<file path="src/rtl/utc2ep_pkg.sv">
`timescale 1ns / 1ps
`default_nettype none
// ----------------------------------------------------------------------------
// utc2ep_pkg
// Types, character codes and calendar helpers for the UTCTime converter.
// ----------------------------------------------------------------------------
package utc2ep_pkg;

    typedef struct packed {
        logic [7:0] char_code;
        logic       last_char;
    } utc2ep_in_t;

    typedef struct packed {
        logic signed [32:0] epoch_seconds;
        logic [1:0]         status;
    } utc2ep_out_t;

    localparam logic [7:0] CHAR_ZERO  = 8'h30;
    localparam logic [7:0] CHAR_NINE  = 8'h39;
    localparam logic [7:0] CHAR_UTC_Z = 8'h5A;
    localparam logic [7:0] CHAR_MINUS = 8'h2D;

    localparam logic [1:0] ZONE_UTC   = 2'd0;
    localparam logic [1:0] ZONE_PLUS  = 2'd1;
    localparam logic [1:0] ZONE_MINUS = 2'd2;

    localparam logic [1:0] ST_OK      = 2'd0;
    localparam logic [1:0] ST_DIGIT   = 2'd1;
    localparam logic [1:0] ST_SHORT   = 2'd2;

    localparam logic [4:0] POS_YEAR_LO = 5'd1;
    localparam logic [4:0] POS_MON_LO  = 5'd3;
    localparam logic [4:0] POS_DAY_LO  = 5'd5;
    localparam logic [4:0] POS_HOUR_LO = 5'd7;
    localparam logic [4:0] POS_MIN_LO  = 5'd9;
    localparam logic [4:0] POS_SEC_LO  = 5'd11;
    localparam logic [4:0] POS_ZONE    = 5'd12;
    localparam logic [4:0] POS_OFFH_LO = 5'd14;
    localparam logic [4:0] LEN_UTC     = 5'd13;
    localparam logic [4:0] LEN_OFFSET  = 5'd17;

    localparam logic [6:0] YEAR_PIVOT  = 7'd50;

    // days = 365*z + z/4 + month_start + day - DAYS_BIAS, z = year - 1948
    // (century terms are constant over 1948..2057)
    localparam logic signed [17:0] DAYS_BIAS = 18'sd7977;
    localparam logic signed [32:0] DAY_SECS  = 33'sd86400;

    // whole years contained in a month count (0..9 over the valid range)
    function automatic logic [3:0] years_of(input logic [7:0] t);
        logic [3:0] q;
        q = 4'd0;
        for (int k = 1; k < 12; k++) begin
            if (t >= 8'(12 * k)) q = 4'(k);
        end
        return q;
    endfunction

    // days before the start of a March-based month
    function automatic logic [8:0] month_start(input logic [3:0] mp);
        logic [8:0] d;
        case (mp)
            4'd0:    d = 9'd0;
            4'd1:    d = 9'd31;
            4'd2:    d = 9'd61;
            4'd3:    d = 9'd92;
            4'd4:    d = 9'd122;
            4'd5:    d = 9'd153;
            4'd6:    d = 9'd184;
            4'd7:    d = 9'd214;
            4'd8:    d = 9'd245;
            4'd9:    d = 9'd275;
            4'd10:   d = 9'd306;
            4'd11:   d = 9'd337;
            default: d = 9'd0;
        endcase
        return d;
    endfunction

endpackage
`default_nettype wire

</file>
<file path="src/rtl/utctime_to_epoch_seconds.sv">
`timescale 1ns / 1ps
`default_nettype none
// ----------------------------------------------------------------------------
// utctime_to_epoch_seconds
// Parses a UTCTime string one character per item and returns signed Unix
// seconds plus a status on the character marked last.
// ----------------------------------------------------------------------------
//  channel | dir | payload                       | result
//  s_      | in  | char_code, last_char          | one char per item
//  m_      | out | epoch_seconds, status         | one per last char
//
//  One item per cycle sustained while the output is not stalled. A result
//  passes field capture, day count and time-of-day terms, then the final
//  multiply by seconds per day. Reset clears the parser and all stage
//  valids. Each stage holds when the one after it is full and stalled;
//  input is stalled only when the capture stage is full and cannot move on.
module utctime_to_epoch_seconds (
    input  wire                     aclk,
    input  wire                     aresetn,
    input  wire                     s_valid,
    output logic                    s_ready,
    input  wire utc2ep_pkg::utc2ep_in_t s_data,
    output logic                    m_valid,
    input  wire                     m_ready,
    output utc2ep_pkg::utc2ep_out_t m_data
);
    import utc2ep_pkg::*;

    // parser state
    logic [4:0] char_position_reg, char_position_next;
    logic [3:0] tens_digit_reg, tens_digit_next;
    logic [6:0] year_reg, year_next;
    logic [6:0] month_reg, month_next;
    logic [6:0] day_reg, day_next;
    logic [6:0] hour_reg, hour_next;
    logic [6:0] minute_reg, minute_next;
    logic [6:0] second_reg, second_next;
    logic [1:0] zone_reg, zone_next;
    logic [6:0] offh_reg, offh_next;
    logic [6:0] offm_reg, offm_next;
    logic       digit_err_reg, digit_err_next;

    // capture stage
    logic       v2_reg;
    logic [6:0] c_year_reg, c_month_reg, c_day_reg, c_hour_reg;
    logic [6:0] c_minute_reg, c_second_reg, c_offh_reg, c_offm_reg;
    logic [1:0] c_zone_reg, c_status_reg, c_status_next;

    // day count stage
    logic                v3_reg;
    logic signed [17:0]  days_reg, days_next;
    logic [18:0]         hms_reg, hms_next;
    logic signed [19:0]  adj_reg, adj_next;
    logic [1:0]          d_status_reg;

    // output register
    logic                m_valid_reg;
    utc2ep_out_t         m_data_reg, m_data_next;

    logic in_acc, ld3, ld4, r2, r3;

    assign ld4     = v3_reg && (!m_valid_reg || m_ready);
    assign r3      = !v3_reg || !m_valid_reg || m_ready;
    assign ld3     = v2_reg && r3;
    assign r2      = !v2_reg || r3;
    assign s_ready = r2;
    assign in_acc  = s_valid && r2;

    // ---------------- character parser ----------------
    logic [4:0] needed;
    logic [3:0] dv;
    logic [7:0] pair;
    logic       is_tens;

    always_comb begin
        char_position_next = char_position_reg;
        tens_digit_next    = tens_digit_reg;
        year_next          = year_reg;
        month_next         = month_reg;
        day_next           = day_reg;
        hour_next          = hour_reg;
        minute_next        = minute_reg;
        second_next        = second_reg;
        zone_next          = zone_reg;
        offh_next          = offh_reg;
        offm_next          = offm_reg;
        digit_err_next     = digit_err_reg;

        needed  = (char_position_reg > POS_ZONE && zone_reg != ZONE_UTC) ? LEN_OFFSET
                                                                         : LEN_UTC;
        dv      = 4'(s_data.char_code - CHAR_ZERO);
        pair    = 8'(tens_digit_reg * 4'd10) + 8'(dv);
        is_tens = (char_position_reg < POS_ZONE) ? !char_position_reg[0]
                                                 : char_position_reg[0];

        if (char_position_reg < needed) begin
            if (char_position_reg == POS_ZONE) begin
                if (s_data.char_code == CHAR_UTC_Z) zone_next = ZONE_UTC;
                else if (s_data.char_code == CHAR_MINUS) zone_next = ZONE_MINUS;
                else zone_next = ZONE_PLUS;
            end else begin
                if (s_data.char_code < CHAR_ZERO || s_data.char_code > CHAR_NINE) begin
                    digit_err_next = 1'b1;
                end
                if (is_tens) begin
                    tens_digit_next = dv;
                end else begin
                    case (char_position_reg)
                        POS_YEAR_LO: year_next   = pair[6:0];
                        POS_MON_LO:  month_next  = pair[6:0];
                        POS_DAY_LO:  day_next    = pair[6:0];
                        POS_HOUR_LO: hour_next   = pair[6:0];
                        POS_MIN_LO:  minute_next = pair[6:0];
                        POS_SEC_LO:  second_next = pair[6:0];
                        POS_OFFH_LO: offh_next   = pair[6:0];
                        default:     offm_next   = pair[6:0];
                    endcase
                end
            end
            char_position_next = char_position_reg + 5'd1;
        end

        if (char_position_next < LEN_UTC
            || (zone_next != ZONE_UTC && char_position_next < LEN_OFFSET)) begin
            c_status_next = ST_SHORT;
        end else if (digit_err_next) begin
            c_status_next = ST_DIGIT;
        end else begin
            c_status_next = ST_OK;
        end
    end

    always_ff @(posedge aclk) begin
        if (!aresetn) begin
            char_position_reg <= '0;
            tens_digit_reg    <= '0;
            year_reg          <= '0;
            month_reg         <= '0;
            day_reg           <= '0;
            hour_reg          <= '0;
            minute_reg        <= '0;
            second_reg        <= '0;
            zone_reg          <= ZONE_UTC;
            offh_reg          <= '0;
            offm_reg          <= '0;
            digit_err_reg     <= 1'b0;
        end else if (in_acc) begin
            if (s_data.last_char) begin
                char_position_reg <= '0;
                tens_digit_reg    <= '0;
                year_reg          <= '0;
                month_reg         <= '0;
                day_reg           <= '0;
                hour_reg          <= '0;
                minute_reg        <= '0;
                second_reg        <= '0;
                zone_reg          <= ZONE_UTC;
                offh_reg          <= '0;
                offm_reg          <= '0;
                digit_err_reg     <= 1'b0;
            end else begin
                char_position_reg <= char_position_next;
                tens_digit_reg    <= tens_digit_next;
                year_reg          <= year_next;
                month_reg         <= month_next;
                day_reg           <= day_next;
                hour_reg          <= hour_next;
                minute_reg        <= minute_next;
                second_reg        <= second_next;
                zone_reg          <= zone_next;
                offh_reg          <= offh_next;
                offm_reg          <= offm_next;
                digit_err_reg     <= digit_err_next;
            end
        end
    end

    // ---------------- capture stage ----------------
    always_ff @(posedge aclk) begin
        if (!aresetn) begin
            v2_reg <= 1'b0;
        end else if (in_acc && s_data.last_char) begin
            v2_reg <= 1'b1;
        end else if (ld3) begin
            v2_reg <= 1'b0;
        end
    end

    always_ff @(posedge aclk) begin
        if (in_acc && s_data.last_char) begin
            c_year_reg   <= year_next;
            c_month_reg  <= month_next;
            c_day_reg    <= day_next;
            c_hour_reg   <= hour_next;
            c_minute_reg <= minute_next;
            c_second_reg <= second_next;
            c_zone_reg   <= zone_next;
            c_offh_reg   <= offh_next;
            c_offm_reg   <= offm_next;
            c_status_reg <= c_status_next;
        end
    end

    // ---------------- day count and time of day ----------------
    logic [7:0]  yidx, mon_t, zyear;
    logic [3:0]  q, r, mp;
    logic [16:0] day_sum;
    logic [18:0] off_secs;

    always_comb begin
        yidx  = (c_year_reg < YEAR_PIVOT) ? 8'(c_year_reg) + 8'd100 : 8'(c_year_reg);
        mon_t = 8'(c_month_reg) + 8'd11;
        q     = years_of(mon_t);
        r     = 4'(mon_t - 8'(q * 4'd12));
        mp    = (r >= 4'd2) ? r - 4'd2 : r + 4'd10;
        zyear = yidx + 8'(q) - 8'd49 - ((r < 4'd2) ? 8'd1 : 8'd0);

        day_sum = 17'(zyear * 9'd365) + 17'(zyear[7:2]) + 17'(month_start(mp))
                + 17'(c_day_reg);
        days_next = $signed({1'b0, day_sum}) - DAYS_BIAS;

        hms_next = 19'(c_hour_reg * 12'd3600) + 19'(c_minute_reg * 6'd60)
                 + 19'(c_second_reg);
        off_secs = 19'(c_offh_reg * 12'd3600) + 19'(c_offm_reg * 6'd60);

        case (c_zone_reg)
            ZONE_PLUS:  adj_next = -$signed({1'b0, off_secs});
            ZONE_MINUS: adj_next = $signed({1'b0, off_secs});
            default:    adj_next = '0;
        endcase
    end

    always_ff @(posedge aclk) begin
        if (!aresetn) begin
            v3_reg <= 1'b0;
        end else if (ld3) begin
            v3_reg <= 1'b1;
        end else if (ld4) begin
            v3_reg <= 1'b0;
        end
    end

    always_ff @(posedge aclk) begin
        if (ld3) begin
            days_reg     <= days_next;
            hms_reg      <= hms_next;
            adj_reg      <= adj_next;
            d_status_reg <= c_status_reg;
        end
    end

    // ---------------- final sum ----------------
    always_comb begin
        m_data_next.status = d_status_reg;
        if (d_status_reg == ST_OK) begin
            m_data_next.epoch_seconds = 33'(days_reg) * DAY_SECS
                                      + $signed({14'd0, hms_reg})
                                      + 33'(adj_reg);
        end else begin
            m_data_next.epoch_seconds = '0;
        end
    end

    always_ff @(posedge aclk) begin
        if (!aresetn) begin
            m_valid_reg <= 1'b0;
        end else if (ld4) begin
            m_valid_reg <= 1'b1;
        end else if (m_ready) begin
            m_valid_reg <= 1'b0;
        end
    end

    always_ff @(posedge aclk) begin
        if (ld4) begin
            m_data_reg <= m_data_next;
        end
    end

    assign m_valid = m_valid_reg;
    assign m_data  = m_data_reg;

    // ---------------- assertions ----------------
    a_err_zero: assert property (@(posedge aclk) disable iff (!aresetn)
        m_valid |-> (m_data.status == ST_OK || m_data.epoch_seconds == 33'sd0))
        else $error("error status with nonzero seconds");

    a_pos_bound: assert property (@(posedge aclk) disable iff (!aresetn)
        char_position_reg <= LEN_OFFSET)
        else $error("character position out of range");

    a_clear_after_last: assert property (@(posedge aclk) disable iff (!aresetn)
        (s_valid && s_ready && s_data.last_char)
            |=> (char_position_reg == 5'd0 && !digit_err_reg && v2_reg))
        else $error("parser not cleared after last item");

    a_stall_cause: assert property (@(posedge aclk) disable iff (!aresetn)
        !s_ready |-> (v2_reg && v3_reg && m_valid_reg && !m_ready))
        else $error("input stalled with room in the pipeline");

endmodule
`default_nettype wire
</file>
<file path="config.mk">
export PLATFORM = sky130hd
export DESIGN_NAME = utctime_to_epoch_seconds
export DESIGN_NICKNAME = d
export VERILOG_FILES = /design/src/rtl/utc2ep_pkg.sv /design/src/rtl/utctime_to_epoch_seconds.sv
export SDC_FILE = /design/constraint.sdc
export NUM_CORES = 1
export LEC_CHECK = 0
export ABC_AREA = 1
export BUFFER_PORTS_ARGS = -buffer_cell sky130_fd_sc_hd__buf_2
export CORE_MARGIN = 2
export CORE_UTILIZATION = 30
export CTS_CLUSTER_DIAMETER = 60
export DETAILED_ROUTE_END_ITERATION = 10
export HOLD_SLACK_MARGIN = 0.08
export SYNTH_ARGS = -nofsm -noshare
export SYNTH_HDL_FRONTEND = slang
export SYNTH_SLANG_ARGS = --single-unit
</file>
<file path="constraint.sdc">
create_clock -name aclk -period 10.97 [get_ports aclk]
set_clock_uncertainty 0.15 [all_clocks]
set_input_delay 0.5485 -clock aclk [delete_from_list [all_inputs] [get_ports aclk]]
set_output_delay 0.5485 -clock aclk [all_outputs]
set_load 0.01 [all_outputs]
</file>
* After elaboration in Yosys (flattened, before gate mapping)
Memories as Yosys holds them, arrays and structs flattened.
Cells that the tools add are included.
** Word-level totals
- Memory bits (read-only) :: 144
- Output and inout bits :: 37
- Bits of input ports :: 13
- Bits in registers :: 225
- Word-level logic and storage cells :: 200
- Memories kept :: 1
** Memories
- (name not given) :: depth 16, width 9, rd ports 1, clocked after Yosys merged registers in 0, write ports 0, line utc2ep_pkg.sv:63 : case (mp)
** Cells by class
- $lt $le $gt $ge :: 21
- Equal/unequal tests :: 13
- Mux-type cells :: 79
- Reduce and logical (&&, ||, !) cells :: 26
- Add/sub/neg operators :: 21
- Multipliers :: 8
** Operator list (number)
- $mux 7 :: 40
- $add 33x20->33 :: 2
- $mux 4 :: 15
- $ge 8x7->1 const B :: 5
- $pmux 20 s2 :: 1
- $add 19x13->19 :: 2
- $mul 7x8->15 const B :: 2
- $mul 18x11->26 const B :: 1
- $ge 8x6->1 const B :: 3
- $mul 7x4->11 const B :: 2
- $eq 5x4->1 const B :: 4
- $neg 19->20 :: 1
- $add 19x7->19 :: 1
- $sub 17x13->18 const B :: 1
- $add 17x6->17 :: 1
- $add 17x7->17 :: 1
- $add 17x9->17 :: 1
- $mul 8x9->17 const B :: 1
- $mux 5 :: 3
- $mux 1 :: 14
- $reduce_bool 2->1 :: 7
- $eq 5x3->1 const B :: 2
- $lt 5x4->1 const B :: 2
- $mux 2 :: 5
- 38 further kinds :: 51

* Depth between registers and ports, before layout
Gate-level depths: netlist of the first run.
- Depth after elaboration :: 23
- Gate-level depth with buffers :: 55
- Mapped depth without buffers :: 55

* Worst setup path before layout of the first run
Ideal clock, no wire load.
- Path type :: register to register
- Start point :: reg c_month_reg[0]
- End point :: reg days_reg[16], data pin
- Setup time :: 262 ps
- Path buffers :: 0
- Cell stages (with the launch flop) :: 55
- Required time :: 10558 ps
- Arrival time :: 8249 ps
- Period minus slack after synthesis :: 8661 ps
- Setup slack :: 2309 ps
- Cells stage by stage :: edfxtp_1 -> inv_1 -> ha_1 -> inv_1 -> nand2_1 -> nand2_1 -> nand2_1 -> nand2_1 -> nand2_1 -> inv_2 -> nand2_1 -> nor2_1 -> nand2_1 -> nand2_1 -> nand3_2 -> nand2_1 -> nand2_1 -> ha_1 -> [... 19 more ...] -> inv_1 -> ha_1 -> nand2_1 -> nor3_1 -> nand2_1 -> o211ai_1 -> nand2_1 -> nand2_1 -> nand2_1 -> nand2_1 -> a21oi_1 -> nor2_1 -> nor2_1 -> xor2_1 -> o21ai_0 -> nor2_1 -> nand2_1 -> xnor2_1
** On the way
- Longest elaborated chain between the ends :: 23
- Elaborated cells on any way between the ends :: 40
** RTL lines
- from (decl) :: line utctime_to_epoch_seconds.sv:45 : logic [6:0] c_year_reg, c_month_reg, c_day_reg, c_hour_reg;
- from (signal assigned) :: line utctime_to_epoch_seconds.sv:192 : c_month_reg <= month_next;
- $add 7x4->8 (*) :: line utctime_to_epoch_seconds.sv:212 : mon_t = 8'(c_month_reg) + 8'd11;
- $ge 8x4->1 :: line utc2ep_pkg.sv:55 : if (t >= 8'(12 * k)) q = 4'(k);
- $mux 1 :: line utc2ep_pkg.sv:55
- $mux 4 (10 in a row) :: line utc2ep_pkg.sv:55
- $mul 4x2->2 :: line utctime_to_epoch_seconds.sv:214 : r = 4'(mon_t - 8'(q * 4'd12));
- $sub 4x4->4 :: line utctime_to_epoch_seconds.sv:214
- $lt 4x2->1 :: line utctime_to_epoch_seconds.sv:216 : zyear = yidx + 8'(q) - 8'd49 - ((r < 4'd2) ? 8'd1 : 8'd0);
- $mux 1 :: line utctime_to_epoch_seconds.sv:216
- $sub 8x1->8 :: line utctime_to_epoch_seconds.sv:216
- $mul 8x9->17 :: line utctime_to_epoch_seconds.sv:218 : day_sum = 17'(zyear * 9'd365) + 17'(zyear[7:2]) + 17'(month_start(mp))
- $add 17x6->17 :: line utctime_to_epoch_seconds.sv:218
- $add 17x9->17 (*) :: line utctime_to_epoch_seconds.sv:218
- $add 17x7->17 (*) :: line utctime_to_epoch_seconds.sv:219 : + 17'(c_day_reg);
- $sub 17x13->18 (*) :: line utctime_to_epoch_seconds.sv:220 : days_next = $signed({1'b0, day_sum}) - DAYS_BIAS;
- named net days_next[16] :: line utctime_to_epoch_seconds.sv:51 : logic signed [17:0] days_reg, days_next;
- to (signal assigned) :: line utctime_to_epoch_seconds.sv:245 : days_reg <= days_next;
- to (decl) :: line utctime_to_epoch_seconds.sv:51
The timed path passes the listed nets; every way through them passes the cells marked *.
A chain may end at the register's enable or synchronous reset.

* Final worst setup path of the first run
Ends and elaborated chain as after synthesis.

==> qor.json, run 1 <==
{
  "drive_gt1_share_pct": 5.59,
  "place_hpwl_um": 34500,
  "start_util_pct": 30.4,
  "crit_path_max_fanout": 7,
  "max_freq_ghz": 0.106,
  "synth-warning-count": 0,
  "period_minus_slack_ps": 9450,
  "crit_path_leading_delay_family": "adder cells",
  "die_w_um": 271,
  "postSynth.topFlopCell": "sky130_fd_sc_hd__edfxtp_1",
  "worst-endpoint-arrival_ps": 9590,
  "run_status": "completed",
  "maximum_number_of_pins_on_one_net_before_global_route_repair": 71,
  "min-delay-path-class": "in2reg",
  "number_of_rows_in_the_core_area": 97,
  "grt_setup_unrepaired": "false",
  "route.met3.wl_um": 1380,
  "synthesis.nets": 2964,
  "largest_register_ff_count": 35,
  "ant_nets": 0,
  "route.layer.met1.wl_um": 21800,
  "critical_path.max_stage_delay_ps": 550,
  "end_kind": "flip-flop",
  "overflow": 0,
  "post_cts_hold_buffer_count": 1,
  "route.met2.wl_um": 19200,
  "netlist-cell-type-count": 51,
  "drt-wirelength-per-cell_um": 12.4,
  "cts_resized": 0,
  "postRouteWirelength_um": 43100,
  "critPathMostFrequentCell": "sky130_fd_sc_hd__nand2_1",
  "globalRouteTotalUtil_pct": 11.9,
  "cp_slowest_cell": "sky130_fd_sc_hd__fa_1",
  "flow.area_growth_from_synthesis_pct": 10.6,
  "die_footprint_um2": 73500,
  "postCtsSetupBuffers": 0,
  "vias_in_the_first_global_route": 14890,
  "timing.slew.headroom_pct": 27.2,
  "hold_path_depth": 3,
  "grt_pass1_wl_um": 73200,
  "clock_sinks": 223,
  "routed.top_layer": "met4",
  "synth_enable_flop_cells": 152,
  "cp-startpoint": "c_month_reg[0]$_DFFE_PP_",
  "final_util_pct": 33.7,
  "cp_num_buf_inv": 6,
  "rr_startpoint": "c_month_reg[0]$_DFFE_PP_",
  "detailed_place.area_um2": 22800,
  "mean_post_synth_cell_area_um2": 8.69,
  "reg2reg_slack_ps": 1520,
  "design.final.nets": 3018,
  "worst_skew_pair.late_latency_ps": 560,
  "fin_crit_sh_pct": 86.1,
  "detail_route.iter0.violations": 881,
  "pin_count": 50,
  "ys_seq_area_share_pct": 28.0,
  "postSynthRegisterBits": 223,
  "finish.instance_area_um2": 23700,
  "antenna_found_initial": 0,
  "remaining_drc_errors": 0,
  "die_height_um": 271,
  "drv_slew": 0,
  "vias": 15523,
  "gp_congestion": 0.862,
  "final_hold_violations": 0,
  "cts_tree": "done",
  "finalWorstSetupSlack_ps": 1520,
  "timing.hold.worst_endpoint": "tens_digit_reg[0]$_SDFFE_PN0P_",
  "dpl_worst_slack_ps": 1520,
  "cts_inserted_buffers": 26,
  "ctsLongestPathBuffers": 3,
  "setup_tns_after_final_layout_ps": 0,
  "crit_required_ps": 11110,
  "cts_max_level": 1,
  "crit-reg2reg-capture": "days_reg[16]$_DFFE_PP_",
  "diodes_inserted": 0,
  "clock-root-buffer": "sky130_fd_sc_hd__clkbuf_16",
  "path_clk_slew_ps": 60,
  "crit_type": "reg2reg",
  "detail_route.vias_per_cell": 4.46,
  "port-buffer-count": 49,
  "post_synth_inst_count": 2464,
  "worst-r2r-cell-count": 54,
  "fill_cells": 7353,
  "hold_path_startpoint": "s_data[1]",
  "placeableCoreArea_um2": 70400,
  "count_of_endpoints_failing_setup_in_the_final_report": 0,
  "asyncSetResetFlopFracSynth_pct": 0,
  "timing.max_cap.violations": 0,
  "tritonroute_pass_1_iters": 6,
  "tightestPinTransition_ps": 1090,
  "worst_setup_path_start_kind": "flip-flop",
  "syn-cell-area_um2": 21400
}
metrics by stage:
step                      cells  hold slack (ps)
after floorplan            2464              250
after global placement     3429              259
after detailed placement   3429              255
after CTS                  3478             82.0
after global routing       3478              110
final                      3478              109
logic make-up after synthesis:
logic type                 share of synthesized area, %
AOI/OAI and AO/OA                                  11.4
xor gates and xnor gates                           5.52
adders and majority gates                          33.2
buffers and inverters                              8.61
DFF                                                28.0
muxes                                            0.0468
and+or+nand+nor                                    13.3
worst register-to-register path, delay by kind of cell, from the launching register on:
family | cells | cell delay, ps
AO/OA/AOI/OAI | 5 | 660
XOR/XNOR | 4 | 970
adder cells (fa/ha/maj) | 11 | 4050
buffers and inverters | 6 | 470
flip-flops | 1 | 440
AND/OR/NAND/NOR | 28 | 2430
synth_stat cells, types with 2 or more instances:
library cell	instances	area share, %
sky130_fd_sc_hd__a211oi_1	4	0.14
sky130_fd_sc_hd__a21o_1	12	0.42
sky130_fd_sc_hd__a21oi_1	224	5.2
sky130_fd_sc_hd__a21oi_2	5	0.20
sky130_fd_sc_hd__a221oi_1	2	0.082
sky130_fd_sc_hd__a31oi_1	6	0.18
sky130_fd_sc_hd__clkbuf_1	29	0.51
sky130_fd_sc_hd__dfxtp_1	71	6.6
sky130_fd_sc_hd__edfxtp_1	152	21
sky130_fd_sc_hd__fa_1	135	13
sky130_fd_sc_hd__ha_1	352	21
sky130_fd_sc_hd__inv_1	453	7.9
sky130_fd_sc_hd__inv_2	4	0.070
sky130_fd_sc_hd__nand2_1	439	7.7
sky130_fd_sc_hd__nand2_2	11	0.32
sky130_fd_sc_hd__nand3_1	66	1.5
sky130_fd_sc_hd__nand3_2	5	0.23
sky130_fd_sc_hd__nand3b_1	6	0.21
sky130_fd_sc_hd__nand4_1	12	0.35
sky130_fd_sc_hd__nor2_1	104	1.8
sky130_fd_sc_hd__nor2_2	7	0.20
sky130_fd_sc_hd__nor3_1	17	0.40
sky130_fd_sc_hd__nor3b_1	3	0.11
sky130_fd_sc_hd__nor4_1	6	0.18
sky130_fd_sc_hd__o2111ai_1	2	0.082
sky130_fd_sc_hd__o211ai_1	6	0.21
sky130_fd_sc_hd__o21a_1	14	0.49
sky130_fd_sc_hd__o21ai_0	133	3.1
sky130_fd_sc_hd__o21ai_1	10	0.23
sky130_fd_sc_hd__o21bai_1	10	0.35
sky130_fd_sc_hd__o22ai_1	6	0.18
sky130_fd_sc_hd__o31ai_1	5	0.18
sky130_fd_sc_hd__or2_2	4	0.12
sky130_fd_sc_hd__xnor2_1	49	2.0
sky130_fd_sc_hd__xor2_1	84	3.4
how the worst max path moves through the flow:
stage                        endpoint  slack [ps]  depth (start not counted)
2_1_floorplan  days_reg[16]$_DFFE_PP_        2310                         54
3_3_place_gp   days_reg[16]$_DFFE_PP_        1720                         54
3_5_place_dp   days_reg[16]$_DFFE_PP_        1520                         53
4_1_cts        days_reg[16]$_DFFE_PP_        1500                         54
5_1_grt        days_reg[16]$_DFFE_PP_         460                         54
6_report       days_reg[16]$_DFFE_PP_        1520                         54
routing by layer:
metal	vias to the layer above	global-route usage, %
li1	8191	-
met3	54	1.57
met2	209	19.5
met5	-	0
met4	0	2.60
met1	7069	16.6
area by class of cell:
type	count	area [um2]	share of cell area [%]
inverter	458	1720	7.26
tap	940	1180	4.97
sequential	223	5990	25.3
clock buffer	33	697	2.94
multi-input combinational	1751	13600	57.5
clock inverter	15	178	0.750
timing repair buffer	58	315	1.33
cell usage in the layout (no fill, tap or decap), types with 5 or more instances in the layout:
master                      synthesis  final
sky130_fd_sc_hd__nor3_1            17     17
sky130_fd_sc_hd__buf_2              1     49
sky130_fd_sc_hd__nand3_1           66     66
sky130_fd_sc_hd__nor4_1             6      6
sky130_fd_sc_hd__o211ai_1           6      6
sky130_fd_sc_hd__a21oi_1          224    223
sky130_fd_sc_hd__o21bai_1          10     10
sky130_fd_sc_hd__buf_4              1      8
sky130_fd_sc_hd__o21ai_1           10     10
sky130_fd_sc_hd__nor2_2             7      7
sky130_fd_sc_hd__clkinv_4           0      5
sky130_fd_sc_hd__nand3b_1           6      6
sky130_fd_sc_hd__fa_1             135    135
sky130_fd_sc_hd__o22ai_1            6      6
sky130_fd_sc_hd__o21ai_0          133    133
sky130_fd_sc_hd__nand3_2            5      5
sky130_fd_sc_hd__o21a_1            14     14
sky130_fd_sc_hd__inv_1            453    453
sky130_fd_sc_hd__a21o_1            12     12
sky130_fd_sc_hd__dfxtp_1           71     71
sky130_fd_sc_hd__nor2_1           104    101
sky130_fd_sc_hd__edfxtp_1         152    152
sky130_fd_sc_hd__clkbuf_1          29      5
sky130_fd_sc_hd__xor2_1            84     84
sky130_fd_sc_hd__nand2_1          439    438
sky130_fd_sc_hd__clkbuf_16          0     26
sky130_fd_sc_hd__o31ai_1            5      5
sky130_fd_sc_hd__xnor2_1           49     49
sky130_fd_sc_hd__a31oi_1            6      6
sky130_fd_sc_hd__nand4_1           12     12
sky130_fd_sc_hd__a21oi_2            5      5
sky130_fd_sc_hd__ha_1             352    352
sky130_fd_sc_hd__nand2_2           11     12
Power of run 1 is not shown: default switching activity piles up to over one toggle a cycle in this logic, so the estimate is an artifact.
==> run 2, diff against run 1 <==
--- a/config.mk
+++ b/config.mk
@@ -9,9 +9,11 @@
 export BUFFER_PORTS_ARGS = -buffer_cell sky130_fd_sc_hd__buf_2
 export CORE_MARGIN = 2
 export CORE_UTILIZATION = 30
+export CTS_BUF_LIST = sky130_fd_sc_hd__clkbuf_4 sky130_fd_sc_hd__clkbuf_8 sky130_fd_sc_hd__clkbuf_16
 export CTS_CLUSTER_DIAMETER = 60
 export DETAILED_ROUTE_END_ITERATION = 10
 export HOLD_SLACK_MARGIN = 0.08
 export SYNTH_ARGS = -nofsm -noshare
 export SYNTH_HDL_FRONTEND = slang
 export SYNTH_SLANG_ARGS = --single-unit
+export TNS_END_PERCENT = 50
==> constraint.sdc (replaced) <==
create_clock -name aclk -period 10.48 [get_ports aclk]
set_clock_uncertainty 0.15 [all_clocks]
set_input_delay 0.524 -clock aclk [delete_from_list [all_inputs] [get_ports aclk]]
set_output_delay 0.524 -clock aclk [all_outputs]
set_load 0.01 [all_outputs]
==> qor.json, run 2 (synthesis gave the netlist of run 1 again) <==
{
  "count_of_endpoints_failing_setup_in_the_final_report": 0,
  "tritonroute_pass_1_iters": 5,
  "setup_tns_after_final_layout_ps": 0,
  "port-buffer-count": 49,
  "cp_slowest_cell": "sky130_fd_sc_hd__fa_1",
  "worst-r2r-cell-count": 54,
  "overflow": 0,
  "run_status": "completed",
  "remaining_drc_errors": 0,
  "ctsLongestPathBuffers": 3,
  "clock-root-buffer": "sky130_fd_sc_hd__clkbuf_16",
  "layout.cells.most_common": "sky130_fd_sc_hd__inv_1",
  "crit_required_ps": 10640,
  "drt-wirelength-per-cell_um": 12.4,
  "worst_setup_path_start_kind": "flip-flop",
  "fill_cells": 7336,
  "start_util_pct": 30.4,
  "vias_in_the_first_global_route": 14928,
  "number_of_rows_in_the_core_area": 97,
  "gp_congestion": 0.862,
  "vias": 15572,
  "globalRouteTotalUtil_pct": 11.9,
  "critical_path.max_stage_delay_ps": 540,
  "met1_usage_pct": 16.7,
  "die_w_um": 271,
  "min-delay-path-class": "in2reg",
  "period_minus_slack_ps": 9340,
  "place_hpwl_um": 34500,
  "grt_pass1_wl_um": 73500,
  "crit_path_max_fanout": 7,
  "fin_crit_sh_pct": 89.1,
  "cts_inserted_buffers": 27,
  "detail_route.iter0.violations": 817,
  "drive_gt1_share_pct": 5.90,
  "critPathMostFrequentCell": "sky130_fd_sc_hd__nand2_1",
  "rr_startpoint": "c_month_reg[0]$_DFFE_PP_",
  "placeableCoreArea_um2": 70400,
  "largest_register_ff_count": 35,
  "worst-endpoint-arrival_ps": 9490,
  "maximum_number_of_pins_on_one_net_before_global_route_repair": 71,
  "max_freq_ghz": 0.107,
  "flow.area_growth_from_synthesis_pct": 11.1,
  "antenna_found_initial": 0,
  "worst_setup_path_endpoint": "days_reg[16]$_DFFE_PP_",
  "postCtsSetupBuffers": 0,
  "groute.layer.met2.usage_pct": 19.4,
  "grt_setup_unrepaired": "false",
  "final_hold_violations": 0,
  "global_route.peak_usage_layer": "met2",
  "use_met3_pct": 1.54,
  "worst_skew_pair.late_latency_ps": 570,
  "cts_tree": "done",
  "cp-startpoint": "c_month_reg[0]$_DFFE_PP_",
  "timing.slew.headroom_pct": 30.4,
  "clock_sinks": 223,
  "end_kind": "flip-flop",
  "detail_route.vias_per_cell": 4.47,
  "reg2reg_slack_ps": 1140,
  "diodes_inserted": 0,
  "tightestPinTransition_ps": 1040,
  "die_height_um": 271,
  "postRouteWirelength_um": 43300,
  "crit_type": "reg2reg",
  "mostFrequentLayoutCells": "453 x sky130_fd_sc_hd__inv_1, 438 x sky130_fd_sc_hd__nand2_1, 352 x sky130_fd_sc_hd__ha_1",
  "cts_max_level": 1,
  "timing.max_cap.violations": 0,
  "design.final.nets": 3020,
  "final_util_pct": 33.8,
  "path_clk_slew_ps": 60,
  "drv_slew": 0,
  "pin_count": 50,
  "die_footprint_um2": 73500,
  "ant_nets": 0,
  "crit-reg2reg-capture": "days_reg[16]$_DFFE_PP_"
}
[run 2: cell count changes in the layout (fill, tap and decap cells not counted)]
cell	before	now
sky130_fd_sc_hd__clkbuf_8	2	4
sky130_fd_sc_hd__bufinv_16	2	3
sky130_fd_sc_hd__inv_16	0	1
sky130_fd_sc_hd__clkbuf_4	0	2
sky130_fd_sc_hd__clkinv_16	1	0
sky130_fd_sc_hd__xor2_1	84	83
sky130_fd_sc_hd__clkinvlp_4	3	2
sky130_fd_sc_hd__inv_6	1	3
sky130_fd_sc_hd__dlygate4sd3_1	1	2
sky130_fd_sc_hd__clkbuf_1	5	0
sky130_fd_sc_hd__clkbuf_16	26	27
sky130_fd_sc_hd__xor2_2	1	2
[run 2: layout make-up]
type / instances / area (um2) / share of cell area, %
multi-input combinational: 1751 / 13600 / 57.3
sequential: 223 / 5990 / 25.2
inverter: 458 / 1720 / 7.23
tap: 940 / 1180 / 4.95
clock buffer: 33 / 746 / 3.14
timing repair buffer: 59 / 325 / 1.37
clock inverter: 17 / 208 / 0.873
[run 2: worst max-delay path: cells and delay by family, from the launching register on]
family,cells,cell delay (ps)
flip-flops,1,440
adder cells (fa/ha/maj),11,4010
AO/OA/AOI/OAI,5,670
buffers and inverters,6,470
XOR/XNOR,4,860
AND/OR/NAND/NOR,28,2440
[run 2: how the worst min path moves through the flow]
stage | start | to | slack [ps] | depth (start not counted)
3_5_place_dp | c_second_reg[1]$_DFFE_PP_ | hms_reg[1]$_DFFE_PP_ | 260 | 0
4_1_cts | s_data[2] | tens_digit_reg[1]$_SDFFE_PN0P_ | 90 | 3
3_3_place_gp | c_status_reg[0]$_SDFFCE_PP0P_ | d_status_reg[0]$_DFFE_PP_ | 260 | 0
2_1_floorplan | c_status_reg[0]$_SDFFCE_PP0P_ | d_status_reg[0]$_DFFE_PP_ | 250 | 0
6_report | s_data[4] | tens_digit_reg[3]$_SDFFE_PN0P_ | 110 | 3
5_1_grt | s_data[4] | tens_digit_reg[3]$_SDFFE_PN0P_ | 120 | 3
[run 2: what timing repair did]
action / in CTS / in global routing
hold buffers: 2 / 0
gates resized for setup: 0 / 1
endpoints found under the setup margin: 0 / 1
endpoints found under the hold margin: 2 / 0
[run 2: stage by stage]
stage	area, um2	setup slack, ps	hold WS, ps	instances
final	23800	1140	113	3481
after global routing	23800	163	119	3481
after CTS	23800	1000	87.8	3481
after detailed placement	22800	1000	255	3429
after global placement	22800	1230	260	3429
after floorplan	21400	1820	250	2464
[run 2: metal layers]
metal | share of wire (%) | routed length (um)
met3 | 3.1 | 1360
met2 | 44 | 19100
met4 | 2.2 | 947
met1 | 51 | 21900
met5 | 0 | 0
Power of run 2 is left out for the same reason.
==> run 3, diff against run 2 <==
--- a/config.mk
+++ b/config.mk
@@ -5,7 +5,7 @@
 export SDC_FILE = /design/constraint.sdc
 export NUM_CORES = 1
 export LEC_CHECK = 0
-export ABC_AREA = 1
+export ABC_AREA = 0
 export BUFFER_PORTS_ARGS = -buffer_cell sky130_fd_sc_hd__buf_2
 export CORE_MARGIN = 2
 export CORE_UTILIZATION = 30
==> qor.json, run 3 <==
{
  "run_status": "completed",
  "tightestPinTransition_ps": 1140,
  "route.layer.met1.wl_um": 21900,
  "post_synth_most_frequent_cells": "360 x sky130_fd_sc_hd__inv_1, 352 x sky130_fd_sc_hd__ha_1, 152 x sky130_fd_sc_hd__edfxtp_1",
  "synth.largest_area_cell": "sky130_fd_sc_hd__edfxtp_1",
  "final_hold_violations": 0,
  "crit_path_leading_delay_family": "adder cells",
  "clock_sinks": 223,
  "synth-warning-count": 0,
  "path_clk_slew_ps": 50,
  "detailed_place.area_um2": 23300,
  "antenna_found_initial": 0,
  "period_minus_slack_ps": 9760,
  "die_height_um": 274,
  "ant_nets": 0,
  "worst-endpoint-arrival_ps": 9920,
  "fin_crit_sh_pct": 93.1,
  "worst_setup_path_start_kind": "flip-flop",
  "netlist-cell-type-count": 76,
  "port-buffer-count": 49,
  "place_hpwl_um": 34200,
  "detail_route.vias_per_cell": 4.58,
  "detail_route.iter0.violations": 763,
  "largest_register_ff_count": 35,
  "clock-root-buffer": "sky130_fd_sc_hd__clkbuf_16",
  "synth_enable_flop_cells": 152,
  "timing.slew.headroom_pct": 23.5,
  "placed_cells_incl_taps": 3235,
  "placeableCoreArea_um2": 72600,
  "die_w_um": 274,
  "timing.max_cap.violations": 0,
  "end_kind": "flip-flop",
  "postSynth.topFlopCell": "sky130_fd_sc_hd__edfxtp_1",
  "route.met2.wl_um": 19000,
  "max_freq_ghz": 0.102,
  "count_of_endpoints_failing_setup_in_the_final_report": 0,
  "fill_cells": 7464,
  "layout.cells.most_common": "sky130_fd_sc_hd__inv_1",
  "synthDominantCellAreaShare_pct": 20.8,
  "post_synth_inst_count": 2261,
  "routed.top_layer": "met4",
  "synthMostInstantiatedCell": "sky130_fd_sc_hd__inv_1",
  "flow.area_growth_from_synthesis_pct": 11.2,
  "mean_post_synth_cell_area_um2": 9.69,
  "crit_type": "reg2reg",
  "grt_pass1_wl_um": 71800,
  "ys_seq_area_share_pct": 27.3,
  "die_footprint_um2": 75200,
  "pin_count": 50,
  "diodes_inserted": 0,
  "setup_tns_after_final_layout_ps": 0,
  "largest_cells_by_area_after_synthesis": "sky130_fd_sc_hd__edfxtp_1 21%, sky130_fd_sc_hd__ha_1 20%, sky130_fd_sc_hd__fa_1 12%, sky130_fd_sc_hd__dfxtp_1 6.5%, sky130_fd_sc_hd__inv_1 6.2%",
  "crit_path_max_fanout": 11,
  "min-delay-path-class": "in2reg",
  "globalRouteTotalUtil_pct": 11.4,
  "cts_tree": "done",
  "design.final.nets": 2810,
  "ctsLongestPathBuffers": 3,
  "postSynthRegisterBits": 223,
  "overflow": 0,
  "critical_path.max_stage_delay_ps": 540,
  "final_cell_count_no_fill": 3294,
  "area.sequential_um2": 5990,
  "cts_max_level": 1,
  "syn-cell-area_um2": 21900,
  "worst_skew_pair.late_latency_ps": 580,
  "gp_congestion": 0.817,
  "vias": 15074,
  "asyncSetResetFlopFracSynth_pct": 0,
  "postRouteWirelength_um": 42900,
  "vias_in_the_first_global_route": 14406,
  "number_of_rows_in_the_core_area": 99,
  "multi_input_area_um2": 14400,
  "drv_slew": 0,
  "cp_slowest_cell": "sky130_fd_sc_hd__fa_1",
  "grt_setup_unrepaired": "false",
  "synthesis.nets": 2761,
  "crit_required_ps": 10640,
  "tritonroute_pass_1_iters": 5,
  "critPathMostFrequentCell": "sky130_fd_sc_hd__ha_1",
  "route.met3.wl_um": 1320,
  "maximum_number_of_pins_on_one_net_before_global_route_repair": 72,
  "start_util_pct": 30.2,
  "drive_gt1_share_pct": 7.37,
  "cts_inserted_buffers": 31,
  "remaining_drc_errors": 0,
  "cp_num_buf_inv": 3,
  "drt-wirelength-per-cell_um": 13.0,
  "finish.instance_area_um2": 24400,
  "mostFrequentLayoutCells": "359 x sky130_fd_sc_hd__inv_1, 352 x sky130_fd_sc_hd__ha_1, 152 x sky130_fd_sc_hd__edfxtp_1"
}
-- run 3: logic make-up (layout without fill, tap and decap cells) --
family	after synthesis	count (layout)	synth area share, %
buf+inv	413	487	7.27
simple gates	488	488	11.3
xor+xnor	170	170	6.88
mux	28	28	1.41
flops	223	223	27.3
compound gates	451	451	13.4
fa+ha+maj	488	488	32.5
-- run 3: area by class of cell --
cell class | instances | area share, %
Multi-Input combinational cell | 1625 | 59.0
Clock buffer | 35 | 3.31
Sequential cell | 223 | 24.6
Inverter | 360 | 5.55
Timing Repair Buffer | 69 | 1.62
Tap cell | 959 | 4.93
Clock inverter | 23 | 1.01
-- run 3: final timing paths --
check	start	end	slack (ps)	depth (start not counted)
hold / removal	s_data[2]	tens_digit_reg[1]$_SDFFE_PN0P_	160	3
setup / recovery	c_month_reg[0]$_DFFE_PP_	days_reg[16]$_DFFE_PP_	720	36
setup reg to reg	c_month_reg[0]$_DFFE_PP_	days_reg[16]$_DFFE_PP_	720	36
hold reg to reg	c_status_reg[0]$_SDFFCE_PP0P_	d_status_reg[0]$_DFFE_PP_	280	0
-- run 3: worst reg2reg max path: cells and delay by family (launching register included) --
| kind | cells | cell delay, ps |
|---|---|---|
| AOI/OAI and AO/OA | 12 | 2810 |
| xor gates and xnor gates | 3 | 530 |
| adders and majority gates | 11 | 4250 |
| buffers and inverters | 3 | 180 |
| DFF | 1 | 330 |
| and+or+nand+nor | 7 | 1240 |
-- run 3: layer usage --
| layer | track usage (%) | vias to the layer above |
|---|---|---|
| li1 | - | 7846 |
| met1 | 16.2 | 6966 |
| met2 | 18.7 | 219 |
| met3 | 1.29 | 43 |
| met4 | 2.20 | 0 |
| met5 | 0 | - |
-- run 3: what timing repair did --
action,in CTS,in global routing
hold buffers,0,0
gates resized for setup,0,6
endpoints found under the setup margin,0,7
buffers inserted,0,1
-- run 3: through the flow --
step	worst slack (ps)	hold WS [ps]	util, %
after floorplan	991	250	-
after global placement	262	258	32.1
after detailed placement	176	268	32.1
after CTS	156	128	33.5
after global routing	0.139	172	33.5
final	719	164	33.5
Power of run 3 is left out for the same reason.
